===== config.mk =====
export PLATFORM = sky130hd
export DESIGN_NAME = kfsm_ctrl
export DESIGN_NICKNAME = d
export VERILOG_FILES = /design/src/rtl/core/kfsm_pkg.sv /design/src/rtl/core/kfsm_ctrl.sv
export SDC_FILE = /design/constraint.sdc
export NUM_CORES = 1
export LEC_CHECK = 0
export BUFFER_PORTS_ARGS = -buffer_cell sky130_fd_sc_hd__buf_4
export CORE_MARGIN = 2
export CORE_UTILIZATION = 45
export CTS_CLUSTER_SIZE = 28
export DETAILED_ROUTE_END_ITERATION = 7
export GPL_ROUTABILITY_DRIVEN = 0
export HOLD_SLACK_MARGIN = 0.02
export PLACE_DENSITY = 0.69
export SLEW_MARGIN = 20
export SYNTH_ARGS = -nofsm -noshare
export SYNTH_HDL_FRONTEND = slang
export SYNTH_SLANG_ARGS = --single-unit
export TNS_END_PERCENT = 10

===== constraint.sdc =====
create_clock -name clk -period 2.1 [get_ports clk]
set_input_delay 0.21 -clock clk [delete_from_list [all_inputs] [get_ports clk]]
set_output_delay 0.21 -clock clk [all_outputs]
set_load 0.01 [all_outputs]

===== src/rtl/core/kfsm_pkg.sv =====
package kfsm_pkg;

  localparam int DIM_DEF = 2;
  localparam int QW      = 32;
  localparam int FRAC    = 16;
  localparam int ACC_W   = 52;
  localparam int PROD_W  = 64;
  localparam int DVD_W   = 48;

  localparam logic [1:0] MODE_LOAD    = 2'd0;
  localparam logic [1:0] MODE_PREDICT = 2'd1;
  localparam logic [1:0] MODE_CORRECT = 2'd2;

  localparam logic [2:0] TGT_A = 3'd0;
  localparam logic [2:0] TGT_Q = 3'd1;
  localparam logic [2:0] TGT_H = 3'd2;
  localparam logic [2:0] TGT_R = 3'd3;
  localparam logic [2:0] TGT_X = 3'd4;
  localparam logic [2:0] TGT_P = 3'd5;

  typedef struct packed {
    logic [1:0]        mode;
    logic [2:0]        target;
    logic [2:0]        row;
    logic [2:0]        col;
    logic signed [31:0] value;
    logic signed [31:0] measurement;
  } in_item_t;

  typedef struct packed {
    logic [2:0]         index;
    logic signed [31:0] state_value;
    logic signed [31:0] variance_value;
    logic signed [31:0] innovation;
    logic signed [31:0] innovation_variance;
    logic               corrected;
    logic               singular;
    logic               saturated;
    logic               last;
  } out_item_t;

  // x0 = A x, T = A P, P0 = T A' + Q, then the correct sequence
  typedef enum logic [3:0] {
    PH_X0, PH_AP, PH_P0, PH_PHT, PH_S, PH_GAIN, PH_INN, PH_XU, PH_IKH, PH_PU, PH_EMIT
  } phase_t;

  typedef enum logic [2:0] {
    ST_IDLE, ST_MUL, ST_ACC, ST_WB, ST_DIV_GO, ST_DIV_WAIT, ST_EMIT
  } state_t;

  typedef struct packed {
    phase_t     phase;
    logic [2:0] i;
    logic [2:0] j;
    logic [2:0] k;
    logic       load_en;
    logic       run_start;
    logic       corrected;
    logic       mul_en;
    logic       acc_en;
    logic       wb_en;
    logic       div_start;
    logic       emit_en;
  } cmd_t;

  typedef struct packed {
    logic div_done;
  } stat_t;

  typedef struct packed {
    logic multi_i;
    logic multi_j;
    logic multi_k;
  } loop_t;

  typedef struct packed {
    logic signed [31:0] val;
    logic               hit;
  } sat_t;

  function automatic loop_t loop_of(phase_t ph);
    loop_t l;
    unique case (ph)
      PH_X0, PH_PHT:        l = '{multi_i: 1'b1, multi_j: 1'b0, multi_k: 1'b1};
      PH_AP, PH_P0, PH_PU:  l = '{multi_i: 1'b1, multi_j: 1'b1, multi_k: 1'b1};
      PH_S, PH_INN:         l = '{multi_i: 1'b0, multi_j: 1'b0, multi_k: 1'b1};
      PH_GAIN, PH_XU, PH_EMIT: l = '{multi_i: 1'b1, multi_j: 1'b0, multi_k: 1'b0};
      PH_IKH:               l = '{multi_i: 1'b1, multi_j: 1'b1, multi_k: 1'b0};
      default:              l = '0;
    endcase
    return l;
  endfunction

  function automatic phase_t phase_after(phase_t ph);
    phase_t n;
    unique case (ph)
      PH_X0:   n = PH_AP;
      PH_AP:   n = PH_P0;
      PH_PHT:  n = PH_S;
      PH_S:    n = PH_GAIN;
      PH_GAIN: n = PH_INN;
      PH_INN:  n = PH_XU;
      PH_XU:   n = PH_IKH;
      PH_IKH:  n = PH_PU;
      default: n = PH_EMIT;
    endcase
    return n;
  endfunction

  function automatic sat_t sat32(logic signed [ACC_W-1:0] v);
    sat_t s;
    if ((&v[ACC_W-1:QW-1]) || !(|v[ACC_W-1:QW-1])) begin
      s.val = v[QW-1:0];
      s.hit = 1'b0;
    end else begin
      s.val = v[ACC_W-1] ? 32'sh8000_0000 : 32'sh7fff_ffff;
      s.hit = 1'b1;
    end
    return s;
  endfunction

endpackage


===== src/rtl/core/kfsm_ctrl.sv =====
module kfsm_ctrl
  import kfsm_pkg::*;
#(
  parameter int STATE_DIM = DIM_DEF
) (
  input  logic       clk,
  input  logic       rst_n,
  input  logic       start,
  input  logic [1:0] mode,
  input  stat_t      stat,
  output logic       busy,
  output cmd_t       cmd
);

  localparam logic [2:0] LAST_IDX = 3'(STATE_DIM - 1);

  state_t     state_r, state_nxt;
  phase_t     phase_r, phase_nxt;
  logic [2:0] i_r, i_nxt, j_r, j_nxt, k_r, k_nxt;
  logic       corr_r, corr_nxt;
  loop_t      lp;
  logic       i_last, j_last, k_last, run_go;
  phase_t     ph_after;

  assign lp       = loop_of(phase_r);
  assign i_last   = !lp.multi_i || (i_r == LAST_IDX);
  assign j_last   = !lp.multi_j || (j_r == LAST_IDX);
  assign k_last   = !lp.multi_k || (k_r == LAST_IDX);
  assign run_go   = start && (mode == MODE_PREDICT || mode == MODE_CORRECT);
  assign ph_after = phase_after(phase_r);

  // next state
  always_comb begin
    state_nxt = state_r;
    unique case (state_r)
      ST_IDLE:     if (run_go) state_nxt = ST_MUL;
      ST_MUL:      state_nxt = ST_ACC;
      ST_ACC:      state_nxt = k_last ? ST_WB : ST_MUL;
      ST_WB: begin
        if (i_last && j_last) begin
          if (ph_after == PH_GAIN)      state_nxt = ST_DIV_GO;
          else if (ph_after == PH_EMIT) state_nxt = ST_EMIT;
          else                          state_nxt = ST_MUL;
        end else begin
          state_nxt = (phase_r == PH_GAIN) ? ST_DIV_GO : ST_MUL;
        end
      end
      ST_DIV_GO:   state_nxt = ST_DIV_WAIT;
      ST_DIV_WAIT: if (stat.div_done) state_nxt = ST_WB;
      ST_EMIT:     if (i_last) state_nxt = ST_IDLE;
      default:     state_nxt = ST_IDLE;
    endcase
  end

  // loop counters and phase
  always_comb begin
    phase_nxt = phase_r;
    i_nxt     = i_r;
    j_nxt     = j_r;
    k_nxt     = k_r;
    corr_nxt  = corr_r;
    unique case (state_r)
      ST_IDLE: begin
        if (run_go) begin
          phase_nxt = (mode == MODE_PREDICT) ? PH_X0 : PH_PHT;
          corr_nxt  = (mode == MODE_CORRECT);
          i_nxt     = '0;
          j_nxt     = '0;
          k_nxt     = '0;
        end
      end
      ST_ACC: k_nxt = k_last ? 3'd0 : k_r + 3'd1;
      ST_WB: begin
        if (!j_last) begin
          j_nxt = j_r + 3'd1;
        end else begin
          j_nxt = '0;
          if (!i_last) begin
            i_nxt = i_r + 3'd1;
          end else begin
            i_nxt     = '0;
            phase_nxt = ph_after;
          end
        end
      end
      ST_EMIT: i_nxt = i_last ? 3'd0 : i_r + 3'd1;
      default: ;
    endcase
  end

  always_ff @(posedge clk) begin
    if (!rst_n) begin
      state_r <= ST_IDLE;
      phase_r <= PH_X0;
      i_r     <= '0;
      j_r     <= '0;
      k_r     <= '0;
      corr_r  <= 1'b0;
    end else begin
      state_r <= state_nxt;
      phase_r <= phase_nxt;
      i_r     <= i_nxt;
      j_r     <= j_nxt;
      k_r     <= k_nxt;
      corr_r  <= corr_nxt;
    end
  end

  // commands
  always_comb begin
    cmd           = '0;
    cmd.phase     = phase_r;
    cmd.i         = i_r;
    cmd.j         = j_r;
    cmd.k         = k_r;
    cmd.corrected = corr_r;
    busy          = 1'b1;
    unique case (state_r)
      ST_IDLE: begin
        busy          = 1'b0;
        cmd.load_en   = start && (mode == MODE_LOAD);
        cmd.run_start = run_go;
      end
      ST_MUL:      cmd.mul_en    = 1'b1;
      ST_ACC:      cmd.acc_en    = 1'b1;
      ST_WB:       cmd.wb_en     = 1'b1;
      ST_DIV_GO:   cmd.div_start = 1'b1;
      ST_EMIT:     cmd.emit_en   = 1'b1;
      default: ;
    endcase
  end

endmodule


== Yosys cells after proc, flatten, opt, wreduce, memory -nomap -nowiden ==
Memory sizes are Yosys's and may differ from the RTL's. A register that Yosys moved wholly into a read port is not among the register bits.
Index checks and enable logic that the tools add are counted.

* $add $sub $neg: 3
* Equality and inequality tests: 19
* Mux-type cells: 33
* Reduce and logical (&&, ||, !) cells: 21

{| class="wikitable"
|+ Operators by type and width
! kind !! count
|-
| two-way mux 3 bit || 12
|-
| two-way mux 4 bit || 7
|-
| one-hot mux 3 bit (7 select lines) || 1
|-
| == test 3 x 1 -> 1 bit (second input constant) || 4
|-
| one-hot mux 3 bit (2 select lines) || 2
|-
| != test 2 bit (second input constant) || 5
|-
| adder 3 x 1 -> 3 bit (second input constant) || 3
|-
| == test 3 bit (second input constant) || 3
|-
| one-hot mux 3 bit (3 select lines) || 1
|-
| == test 4 x 3 -> 1 bit (second input constant) || 2
|-
| one-hot mux 4 bit (2 select lines) || 1
|-
| == test 3 x 2 -> 1 bit (second input constant) || 2
|-
| two-way mux 1 bit || 6
|-
| two-way mux 2 bit || 3
|-
| AND reduction 2 bit || 3
|-
| AND reduction 3 bit || 2
|-
| == test 4 bit (second input constant) || 1
|-
| logical OR 1 bit || 4
|-
| AND reduction 4 bit || 1
|-
| nonzero test 2 bit || 2
|-
| logical AND 1 bit || 3
|-
| zero test 1 bit || 3
|-
| zero test 3 bit || 1
|-
| nonzero test 3 bit || 1
|-
| 3 further kinds || 3
|}

* Register bits after elaboration: 17
* ROM bits: 112
* Input port bits: 6
* Output and inout bits: 22
* Memories kept: 2

{| class="wikitable"
|+ Memory list
! name !! words !! width !! read ports !! clocked after memory_dff !! wr ports !! line !! RTL
|-
| (no name shown) || 16 || 4 || 1 || 1 || 0 || kfsm_pkg.sv:96 || <nowiki>unique case (ph)</nowiki>
|-
| (no name shown) || 16 || 3 || 1 || 1 || 0 || kfsm_pkg.sv:83 || <nowiki>unique case (ph)</nowiki>
|}

== Longest topological paths before layout ==
Gate-level depths: netlist of run 1.

* Word-level depth: 7
* Mapped depth: 10
* Mapped depth without buffers: 10

== Worst setup path after synthesis of run 1 ==
Ideal clock, no wire load.

* Kind: register -> register
* Start point: register i_r[0]
* End point: register lp[1] (netlist name)
* Setup time: 0.070 ns
* Arrival: 2.070 ns
* Path slack: -0.039 ns
* Stages on the path, launching flop included: 10
* Buffers on the path: 0
* Clock period less this slack: 2.139 ns
* Path through: dfxtp_1 -> ha_1 -> nand2b_4 -> a221oi_4 -> nor2_4 -> mux2i_1 -> inv_1 -> ha_1 -> a21o_1 -> a21oi_1

* Cells in the longest elaborated chain, start to end: 6

{| class="wikitable"
|+ RTL lines
! what !! line !! RTL
|-
| start: declaration || kfsm_ctrl.sv:19 || <nowiki>logic [2:0] i_r, i_nxt, j_r, j_nxt, k_r, k_nxt;</nowiki>
|-
| start signal: assignment || kfsm_ctrl.sv:102 || <nowiki>i_r <= i_nxt;</nowiki>
|-
| == test 3 x 1 -> 1 bit || kfsm_ctrl.sv:26 || <nowiki>assign i_last = !lp.multi_i || (i_r == LAST_IDX);</nowiki>
|-
| logical OR 1 bit || kfsm_ctrl.sv:26 ||
|-
| != test 2 bit (no line) || - ||
|-
| AND reduction 4 bit (no line) || - ||
|-
| two-way mux 4 bit (no line) (2 in a row) || - ||
|}

Every way passes these cells.
A chain may end at the register's enable or synchronous reset.

== Worst setup path after layout of run 1 ==
* Start point: register j_r[0]
* End point: register lp[1] (netlist name)

* Cells in the longest elaborated chain, start to end: 6

{| class="wikitable"
|+ RTL lines
! what !! line !! RTL
|-
| start: declaration || kfsm_ctrl.sv:19 ||
|-
| start signal: assignment || kfsm_ctrl.sv:103 || <nowiki>j_r <= j_nxt;</nowiki>
|-
| == test 3 x 1 -> 1 bit || kfsm_ctrl.sv:27 || <nowiki>assign j_last = !lp.multi_j || (j_r == LAST_IDX);</nowiki>
|-
| logical OR 1 bit || kfsm_ctrl.sv:27 ||
|-
| != test 2 bit (no line) || - ||
|-
| AND reduction 4 bit (no line) || - ||
|-
| two-way mux 4 bit (no line) (2 in a row) || - ||
|}

Every way passes these cells.

==> run metrics, run 1 <==
status completed; initial antenna violation count 0; Iter 0 DRT Violations 74; TritonCTS buffer count 3; fraction of layout cells with a size suffix above 1 35.6%; Syn. warnings 0; clock sink total 24; Max rail drop VDD 0.390 mV; via count 1282; Crit Path Class reg2reg; # port buffers 27; area grow syn2layout 23.7%; clock share of power 32.7%; Hold Path Class in2reg; row count 21; asr flop ratio synth 0%; final wirelength 3330 um; fin crit share 94.6%; Final Max Tran Viols 0; Fin. Hold Viols 0; Worst-Margin Slew 0.378 ns; max_cap viols 0; syn avg cell area 9.42 sq um; startpoint types flop; met3 usage 2.86%; met1 GRT Util 21.7%; Setup Skew 0.00876 ns; switching pwr 0.282 mW; min cycle time layout 1.99 ns; Total GRT Usage 18.4%; GR peak layer met2; Sw Share 26.8%; most frequent cell after synthesis dfxtp_1; Reg clk slew, reported paths 0.14 ns; area taken by multi-input logic gates 0.00103 sq mm; final net count 224; DR WL/cell 13.4 um; CTS tree built; largest net degree at the start of global routing 22; post-DP HPWL 2590 um; Min Hold Slack 0.210 ns; pwr dens 537 mW/mm^2; initial core utilization 47.1%; post-route setup slack 0.113 ns; Fin Setup TNS 0 ns; syn_nets 189; core area 0.00336 sq mm; DRC 0; Most used DFF post-synth dfxtp_1; EDFF count, synth 0; buffer levels on the longest clock path 2; Max-slew headroom 74.7%; io pins 28; Max FO, Critical Path 5; post-synthesis cell count 168; grt met2 use 33.1%; top cell type by total area after synthesis dfxtp_1; WP data arrival 2.27 ns; chip width 63.3 um; routed vias/inst 5.17; Synth top cells by count dfxtp_1, nor2_1, ha_1; Die ar. 0.00401 sq mm; Placement Cell Area 0.00186 sq mm; Reg2Reg Setup Slack 0.11 ns; Root Buffer clkbuf_4; Worst EP required 2.38 ns; distinct cell type count after synthesis 50; Skew-Pair Late Insertion Delay 0.33 ns; Antenna Cells 0; Leak Pwr 0.897 nW; Fmax 503 MHz; Pre-antenna DRT Iters 4; total gr overflow 0; post-synth top area share 30.4%; Yosys reg bits 24; sequential power share 47.6%; Die H 63.3 um; cell area after layout 0.00196 sq mm; post-synthesis cell area 0.00158 sq mm; CTS H-tree depth 1; sequential element share of the synthesized area 30.4%; final setup fails 0; Logic pwr share 19.7%; nature of the critical path endpoint flop; vias in the first global route 1269; dpl ws -0.00373 ns; register area 489 sq um; Internal 0.770 mW; Power Total 1.05 mW; Fillers 322; synth top area cells dfxtp_1, ha_1, mux2i_1, nor2_1, nand2_1; first-pass GRT wire length 5820 um; DRT antenna net count 0
## layout by cell type (no fill, tap or decap), drive strengths merged
cell and n:
o2bb2ai 1, a221oi 1, a21o 2, o22ai 3
o31a 1, nand3 2, or3b 2, mux2i 9
nand3b 3, nand2 13, a211oi 2, nor3 1
o31ai 1, o21ai 5, dfxtp 24, buf 37
nand2b 2, a22oi 1, nor2b 7, nor3b 5
nor4bb 2, and3b 1, clkbuf 3, o211ai 6
a21oi 8, inv 13, a21boi 5, ha 15
nor2 19, or3 1, bufinv 1, nand4bb 1
and3 3, mux2 2
## power by group through the flow
stage	clock (mW)	sequential (mW)	combinational [mW]
4_1_cts	0.355	0.502	0.204
3_3_place_gp	0	0.511	0.195
3_5_place_dp	0	0.512	0.203
6_report	0.344	0.501	0.208
2_1_floorplan	0	0.507	0.140
5_1_grt	0.371	0.505	0.230
## metrics by stage
step | util, % | std cells
final | 58.2 | 248
after global routing | 58.2 | 248
after CTS | 57.0 | 246
after detailed placement | 55.2 | 242
after global placement | 55.2 | 242
after floorplan | - | 168
## timing repair
action	4_1_cts	5_1_grt
endpoints found under the setup margin	1	6
hold buffers	0	0
gates resized for setup	1	10
pin swaps	1	2
cloned	0	0
setup buffers	0	2
## worst max-delay path, stage by stage (launching register included)
cell and delay [ns]:
dfxtp_2 0.40, ha_2 0.20, nand2b_4 0.08, a221oi_4 0.31, nor2_4 0.11, mux2i_2 0.21, inv_1 0.09, ha_1 0.28
a21o_1 0.16, a21oi_2 0.09
## registers in the layout, summed over array words and instances, names as in the netlist
| name | count |
|---|---|
| state_r | 3 |
| ph_after | 4 |
| lp | 3 |
| k_r | 3 |
| i_r | 3 |
| corr_r | 1 |
| phase_r | 4 |
| j_r | 3 |
## worst paths after layout
kind           from         end  depth (start not counted)
min           rst_n  state_r[0]                          3
max          j_r[0]       lp[1]                          9
min reg2reg  i_r[2]      i_r[2]                          2
max reg2reg  j_r[0]       lp[1]                          9
## kinds of logic after synthesis
family	after synthesis	synth area share, %
simple gates	62	25.3
fa+ha+maj	15	11.9
buf+inv	20	6.48
compound gates	36	17.6
mux	11	8.38
flops	24	30.4
## layout make-up
class,count,area share (%)
repair buffers,37,14.2
flip-flops and latches,24,25.0
clock buffers,3,1.15
clock inverters,1,1.53
multi-input cells,124,52.6
inverters,13,2.62
well taps,46,2.94
## metal layers
metal | vias to the layer above | share of wire, %
met3 | 5 | 3.3
met1 | 601 | 44
met4 | 0 | 1.7
li1 | 650 | -
met2 | 26 | 51
met5 | - | 0
Note: power is estimated with default switching activity, not from simulation.
==> run 2, diff against run 1 <==
- SETUP_SLACK_MARGIN: not set -> 0.5
==> run metrics, run 2 (synthesis gave the netlist of run 1 again) <==
Root Buffer clkbuf_4; final net count 234; DRC 0; Top Family by Delay on Critical Path compound AO/OA/AOI/OAI gates; Antenna Cells 0; vias in the first global route 1313; CP max stage delay 0.35 ns; buffer levels on the longest clock path 2; commonest non-fill, non-tap cell in the layout buf_4; Die ar. 0.00401 sq mm; # port buffers 27; CTS H-tree depth 1; initial antenna violation count 0; unrepaired setup endpoints after global routing yes; crit path cell chain inv_2, ha_4, nand2b_4, a221oi_4, nor2_4, mux2i_4, buf_4, ha_1, a21o_1, o21ai_1; commonest cells after routing, fill and taps aside buf_4, dfxtp_1, nor2_1, nand2_1, ha_1; Reg clk slew, reported paths 0.14 ns; Pre-antenna DRT Iters 4; Setup Skew 0.0104 ns; status completed; final setup fails 0; Sw Share 26.1%; CP max stage cell a221oi_4; Worst EP required 2.36 ns; total gr overflow 0; final wirelength 3440 um; Hold Path Class in2reg; Power Total 1.05 mW; TritonCTS buffer count 3; Max-slew headroom 72.7%; clock sink total 24; chip width 63.3 um; first-pass GRT wire length 5780 um; DR WL/cell 13.3 um; Fin. Hold Viols 0; sequential power share 47.4%; WP data arrival 2.24 ns; routed vias/inst 5.17; core area 0.00336 sq mm; switching pwr 0.276 mW; max_cap viols 0; pwr dens 515 mW/mm^2; Leak Pwr 0.950 nW; post-layout util 60.9%; min cycle time layout 1.98 ns; largest net degree at the start of global routing 22; Max rail drop VDD 0.325 mV; Logic pwr share 21.0%; dpl ws -0.00763 ns; Die H 63.3 um; Buf/Inv on CP 2; Max FO, Critical Path 6; Fmax 505 MHz; post-DP HPWL 2630 um; register area 492 sq um; clock share of power 31.6%; Worst-Margin Slew 0.408 ns; post-route setup slack 0.121 ns; Fillers 310; Final Max Tran Viols 0; io pins 28; DRT antenna net count 0; CTS tree built; via count 1333; nature of the critical path endpoint flop; Internal 0.779 mW; Total GRT Usage 17.8%; Crit Path Class reg2reg; Iter 0 DRT Violations 28; row count 21; fin crit share 94.3%; Skew-Pair Late Insertion Delay 0.32 ns; area taken by multi-input logic gates 0.00104 sq mm; area grow syn2layout 29.5%; initial core utilization 47.1%; fraction of layout cells with a size suffix above 1 39.6%; startpoint types flop
## run 2: cell types whose count changed in the layout (fill, tap and decap cells not counted), sizes merged
cell  before  now
buf       37   47
## run 2: layer usage
| layer | up-vias | track usage (%) | routed length (um) |
|---|---|---|---|
| met5 | - | 0 | 0 |
| met2 | 17 | 35.8 | 1850 |
| met1 | 638 | 20.0 | 1470 |
| met3 | 4 | 2.14 | 99 |
| met4 | 0 | 3.26 | 25 |
| li1 | 674 | - | - |
## run 2: final timing paths
check,from,cells after the start,slack [ns],end
min reg2reg,i_r[2],2,0.52,i_r[2]
max reg2reg,i_r[1],10,0.12,lp[2]
min,rst_n,2,0.23,state_r[1]
max,i_r[1],10,0.12,lp[2]
## run 2: repair_timing
action                                 in CTS  in global routing
setup endpoints to repair                  19                 21
endpoints found under the hold margin       0                  0
buffers inserted                            7                  5
gates cloned                                0                  0
pin swaps                                   4                  6
hold buffers                                0                  0
gates resized for setup                     5                  2
## run 2: power groups by stage
| stage | logic (mW) | clock network, mW | registers (mW) |
|---|---|---|---|
| floorplan | 0.140 | 0 | 0.505 |
| global placement | 0.195 | 0 | 0.508 |
| detailed placement | 0.202 | 0 | 0.510 |
| CTS | 0.210 | 0.343 | 0.500 |
| global route | 0.244 | 0.362 | 0.503 |
| finish | 0.221 | 0.334 | 0.500 |
## run 2: stage by stage
stage          TNS (ns)  hold WS (ns)  instance area, sq um  std cells
6_report              0         0.232                  2050        258
5_1_grt               0         0.229                  2050        258
4_1_cts               0         0.223                  2000        253
3_5_place_dp    -0.0103         0.467                  1880        242
3_3_place_gp          0         0.464                  1880        242
2_1_floorplan         0         0.474                  1610        168
## run 2: area by class of cell
type	instances	area share, %
inverter	13	2.50
clock inverter	1	1.47
timing repair buffer	47	17.2
sequential	24	24.0
clock buffer	3	1.10
multi-input combinational	124	50.9
tap	46	2.81
